<file path="src/rtl/pssz_pkg.sv">
// shared types, constants and codes for the pair spread z-score block
// no dependencies; used by every module of the block
package pssz_pkg;

  localparam int SYM_BITS   = 6;
  localparam int POS_BITS   = 8;
  localparam int ADDR_BITS  = SYM_BITS + POS_BITS;
  localparam int PRICE_BITS = 24;
  localparam int SUM_W      = 33;
  localparam int SQ_W       = 57;
  localparam int MUL_W      = 34;
  localparam int PROD_W     = 2 * MUL_W;
  localparam int SYMBOLS    = 64;

  localparam logic [1:0] ACT_PUSH = 2'd0;
  localparam logic [1:0] ACT_FULL = 2'd1;
  localparam logic [1:0] ACT_INCR = 2'd2;

  localparam logic [1:0] STAT_PUSH    = 2'd0;
  localparam logic [1:0] STAT_EVAL    = 2'd1;
  localparam logic [1:0] STAT_INVALID = 2'd2;
  localparam logic [1:0] STAT_VAR     = 2'd3;

  localparam logic REG_LOOKBACK = 1'b0;
  localparam logic REG_ACTIVE   = 1'b1;

  typedef enum logic [4:0] {
    ST_CLEAR, ST_IDLE, ST_PUSH_RD, ST_PUSH_WR, ST_WPA, ST_WPB, ST_WPC,
    ST_RDA, ST_RDB, ST_SPR, ST_MUL, ST_ACC, ST_STORE,
    ST_V1, ST_V2, ST_V3, ST_V4, ST_V5, ST_V6, ST_V7, ST_V8, ST_V9, ST_V10,
    ST_OUT
  } state_e;

  typedef struct packed {
    logic                  price_we;
    logic [ADDR_BITS-1:0]  price_addr;
    logic [PRICE_BITS-1:0] price_wdata;
    logic                  wp_we;
    logic [SYM_BITS-1:0]   wp_addr;
    logic [POS_BITS-1:0]   wp_wdata;
    logic                  sum_we;
    logic [SYM_BITS-1:0]   sum_addr;
    logic [SUM_W-1:0]      sum_wdata;
    logic [SQ_W-1:0]       sq_wdata;
  } store_req_t;

  typedef struct packed {
    logic [PRICE_BITS-1:0] price_rd;
    logic [POS_BITS-1:0]   wp_rd;
    logic [SUM_W-1:0]      sum_rd;
    logic [SQ_W-1:0]       sq_rd;
    logic                  clr_busy;
  } store_rsp_t;

endpackage

</file>
<file path="src/rtl/pssz_mul.sv">
// shared unsigned multiplier with registered product
// depends on pssz_pkg
module pssz_mul (
  input  logic                       clk_i,
  input  logic [pssz_pkg::MUL_W-1:0]  a_i,
  input  logic [pssz_pkg::MUL_W-1:0]  b_i,
  output logic [pssz_pkg::PROD_W-1:0] p_o
);
  import pssz_pkg::*;

  logic [PROD_W-1:0] p_q;

  always_ff @(posedge clk_i) begin
    p_q <= PROD_W'(a_i) * PROD_W'(b_i);
  end

  assign p_o = p_q;
endmodule

</file>
<file path="config.mk">
export PLATFORM = sky130hd
export DESIGN_NAME = pssz_mul
export DESIGN_NICKNAME = d
export VERILOG_FILES = /design/src/rtl/pssz_pkg.sv /design/src/rtl/pssz_mul.sv
export SDC_FILE = /design/constraint.sdc
export NUM_CORES = 2
export LEC_CHECK = 0
export BUFFER_PORTS_ARGS = -buffer_cell sky130_fd_sc_hd__buf_2
export CELL_PAD_IN_SITES_DETAIL_PLACEMENT = 0
export CELL_PAD_IN_SITES_GLOBAL_PLACEMENT = 1
export CORE_MARGIN = 3
export CORE_UTILIZATION = 52
export DETAILED_ROUTE_END_ITERATION = 16
export HOLD_SLACK_MARGIN = 0.06
export PLACE_DENSITY = 0.95
export SETUP_SLACK_MARGIN = 0.02
export SLEW_MARGIN = 5
export SYNTH_ARGS = -nofsm -noshare
export SYNTH_HDL_FRONTEND = slang
export SYNTH_SLANG_ARGS = --single-unit
</file>
<file path="constraint.sdc">
create_clock -name clk_i -period 8.15 [get_ports clk_i]
set_input_delay 0.4075 -clock clk_i [delete_from_list [all_inputs] [get_ports clk_i]]
set_output_delay 0.4075 -clock clk_i [all_outputs]
set_load 0.01 [all_outputs]
</file>
* Yosys cells after proc, flatten, opt, wreduce, memory -nomap -nowiden
Index checks and enable logic that the tools add are counted.
** Storage, ports and cells
- Input bits :: 69
- Output and inout bits :: 68
- Bits in registers :: 68
** Operators by class
- Multipliers :: 1
** Operators with widths (count)
- $mul 34x34->68 :: 1

* Logic depth before layout (Yosys ltp)
- Depth after elaboration :: 1
- Gate-level depth with buffers :: 29
- Gate-level depth less buffers :: 27

* Worst setup path after synthesis
No wires, ideal clock.
- Path kind :: in2reg
- Start :: in b_i[4] (netlist bit)
- End :: reg p_q[66], in the netlist p_o[66]
- Stages :: 27
- Slack :: 1.078 ns
- Library setup time :: 0.123 ns
- Data required time :: 8.027 ns
- Data arrival time :: 6.949 ns
- Cell sequence :: clkbuf_1 clkbuf_1 nand2_1 fa_1 fa_1 inv_1 fa_1 inv_1 fa_1 fa_1 inv_1 fa_1 fa_1 inv_1 fa_1 inv_1 ha_1 buf_6 a21oi_1 o21ai_0 a211oi_2 nor2_1 o31ai_1 nor3_1 nor3_2 o21ai_1 xor2_1
** On the way
- Word-level cells in the longest chain between the ends :: 1
** Ends and longest elaborated chain
- start, declared :: RTL line pssz_mul.sv:6 : input logic [pssz_pkg::MUL_W-1:0] b_i,
- $mul 34x34->68 :: RTL line pssz_mul.sv:14 : p_q <= PROD_W'(a_i) * PROD_W'(b_i);
- end signal, assigned :: RTL line pssz_mul.sv:14
- end, declared :: RTL line pssz_mul.sv:11 : logic [PROD_W-1:0] p_q;
No other way between the ends.

* Worst setup path in the final report
- Start :: in b_i[12] (netlist bit)
- End :: reg p_q[66], in the netlist p_o[66]
The elaborated chain is that of the path after synthesis.

==> metrics.yaml <==
clock_tree:
  clkTransAtPathRegs_ns: 0.06
  cts_inserted_buffers: 9
  root_buffer: "clkbuf_16"
  numClockSinks: 68
  htreeDepth: 3
  tritoncts: "built"
  cts_hold_buf: 0
  cts_buffer_depth: 2
placed_design:
  pre_cts_ws_ns: 0.07283
  place.gp.congestion: 0.9422
  port_buffers: 136
  dp_hpwl_um: 90590
routing:
  first_iter_violations: 1738
  drt-wirelength-per-cell_um: 19.84
  route.vias.total: 28970
  drtPass1Iterations: 6
  wirelength_um: 105000
  vias_per_cell: 5.473
  ant_nets: 0
  drc: 0
timing:
  hold_ws_ns: 0.6946
  clock.fmax_mhz: 129.6
  setup_ws_ns: 0.4346
  fin_crit_ns: 7.715
  setup_viol: 0
  finalHoldViolCount: 0
  fin_tns_setup_ns: 0
  relSlewSlack: 0.4730
  worst-slew-pin-transition_ns: 0.7905
  rsz0062_at_grt: "no"
  maxSlewViolCount: 0
  finalCritPeriodShare: 0.9467
status:
  status: "complete, no violations"
critical_path:
  worstPathRequired_ns: 8.38
  path_delay_family: "adder cells"
  critPathKind: "in2reg"
  critPathMaxStageDelay_ns: 0.59
  crit_path_end_kind: "flip-flop"
  critPathSlowestCell: "fa_1"
  timing.critical_path.buf_inv: 7
  cpMostUsedCell: "fa_1"
  cp.arrival_ns: 7.95
  worstPathMaxFanout: 22
  startpoint_type: "input port"
floorplanning:
  die_x_um: 279
  die-height_um: 279
  dieArea_um2: 77840
  core_um2: 73450
  rows: 99
  pin_count: 137
  start_util: 0.5276
min_path:
  min_path_type: "in2reg"
  hp-start: "a_i[0]"
  hold_depth: 3
  worstHoldEndpoint: "p_o[0]"
grt:
  grt_pass1_wl_um: 173400
  gr-total-overflow: 0
  grt_max_degree: 35
  antenna_found_initial: 6
  first_global_vias: 32420
  track_usage: 0.2846
final_layout:
  nets: 5699
  drive_above_1_share: 0.06881
  largest_reg_flops: 68
  area_delta_synth_final_pct: 5.750
synth:
  ys.flop_type: "dfxtp_1"
  synth_seq_cells: 68
  syn_inst: 4287
  async_reset_ff_frac: 0
  netlist_area_um2: 38750
  synth_edf_count: 0
  synth.avg_cell_area_um2: 9.040
  syn_nets: 5660
  yosysWarnings: 0
  yosysUniqueCellTypes: 65
  ys_seq_area_frac: 0.03513
job:
  max_cap_viol_count: 0
## synth_stat cells (8+ instances only)
master	count	share of area
fa_1	1020	0.53
nand4_1	20	0.0032
ha_1	284	0.092
xor2_1	23	0.0052
clkbuf_1	213	0.021
buf_6	8	0.0023
a21oi_1	77	0.0099
inv_1	1029	0.10
xnor2_1	43	0.0097
nor3_1	12	0.0015
a211oi_1	9	0.0017
a21o_1	21	0.0041
and2_1	504	0.081
nor2_1	53	0.0051
nand3_1	8	0.0010
o21ai_0	44	0.0057
o21ai_1	17	0.0022
nand2_1	729	0.071
dfxtp_1	68	0.035
o21bai_1	13	0.0025
## final cells by class
cell class,count,area [um2]
Antenna cell,3,7.507
Clock buffer,13,260.3
Clock inverter,3,45.04
Fill cell,6500,32470
Inverter,1029,3862
Multi-Input combinational cell,2956,32570
Sequential cell,68,1361
Tap cell,959,1200
Timing Repair Buffer,262,1677
## cell usage in the layout (no fill, tap or decap), drive strengths merged, types with 6 or more instances in the layout
master  count
nand4      21
a211oi     10
a21oi      82
a21o       22
a31oi       8
buf       262
fa       1020
o21bai     13
nand2     729
nor2b       6
and2      504
xor2       23
xnor2      43
inv      1029
nor3       14
o21ai      61
clkbuf     13
nor2       54
nand3       8
ha        284
dfxtp      68
## worst min-delay path, delay by kind of cell
| kind | cells | cell delay, ns |
|---|---|---|
| and+or+nand+nor | 1 | 0.16 |
| buffers and inverters | 2 | 0.41 |
## stage by stage
stage            util  cell area (um2)  instances
6_report       0.5579            40980       5293
3_5_place_dp   0.5536            40670       5274
2_1_floorplan       -            38750       4287
4_1_cts        0.5578            40970       5290
3_3_place_gp   0.5536            40670       5274
5_1_grt        0.5579            40980       5292
## logic make-up after synthesis
| group | Yosys count | synth area share |
|---|---|---|
| XOR/XNOR | 66 | 0.01492 |
| AND/OR/NAND/NOR | 1359 | 0.1692 |
| flip-flops | 68 | 0.03513 |
| adder cells (fa/ha/maj) | 1304 | 0.6186 |
| AO/OA/AOI/OAI | 226 | 0.03729 |
| buffers and inverters | 1263 | 0.1246 |
| multiplexers | 1 | 0.0002583 |
## layer usage
metal  global-route usage  up-vias  wire length (um)
met5                    0        -                 0
met2               0.4966     1189             53120
met4               0.1577        0              7217
met1               0.3441    15010             38150
met3              0.03545      384              6521
li1                     -    12390                 -
## worst max path at each step
stage | from | end | slack [ns] | depth (start not counted)
2_1_floorplan | b_i[4] | p_o[66] | 1.08 | 27
3_3_place_gp | b_i[12] | p_o[62] | 0.17 | 26
3_5_place_dp | b_i[12] | p_o[62] | 0.07 | 26
4_1_cts | b_i[12] | p_o[66] | 0.43 | 26
5_1_grt | b_i[12] | p_o[62] | 0.05 | 26
6_report | b_i[12] | p_o[66] | 0.43 | 26
## repair_timing
item,4_1_cts,5_1_grt
setup endpoints to repair,0,2
setup buffers,0,0
resized for setup,0,1
Power is left out: the tool's default activity adds up to more than one toggle a clock period on the data nets, which glitch-free logic cannot reach.
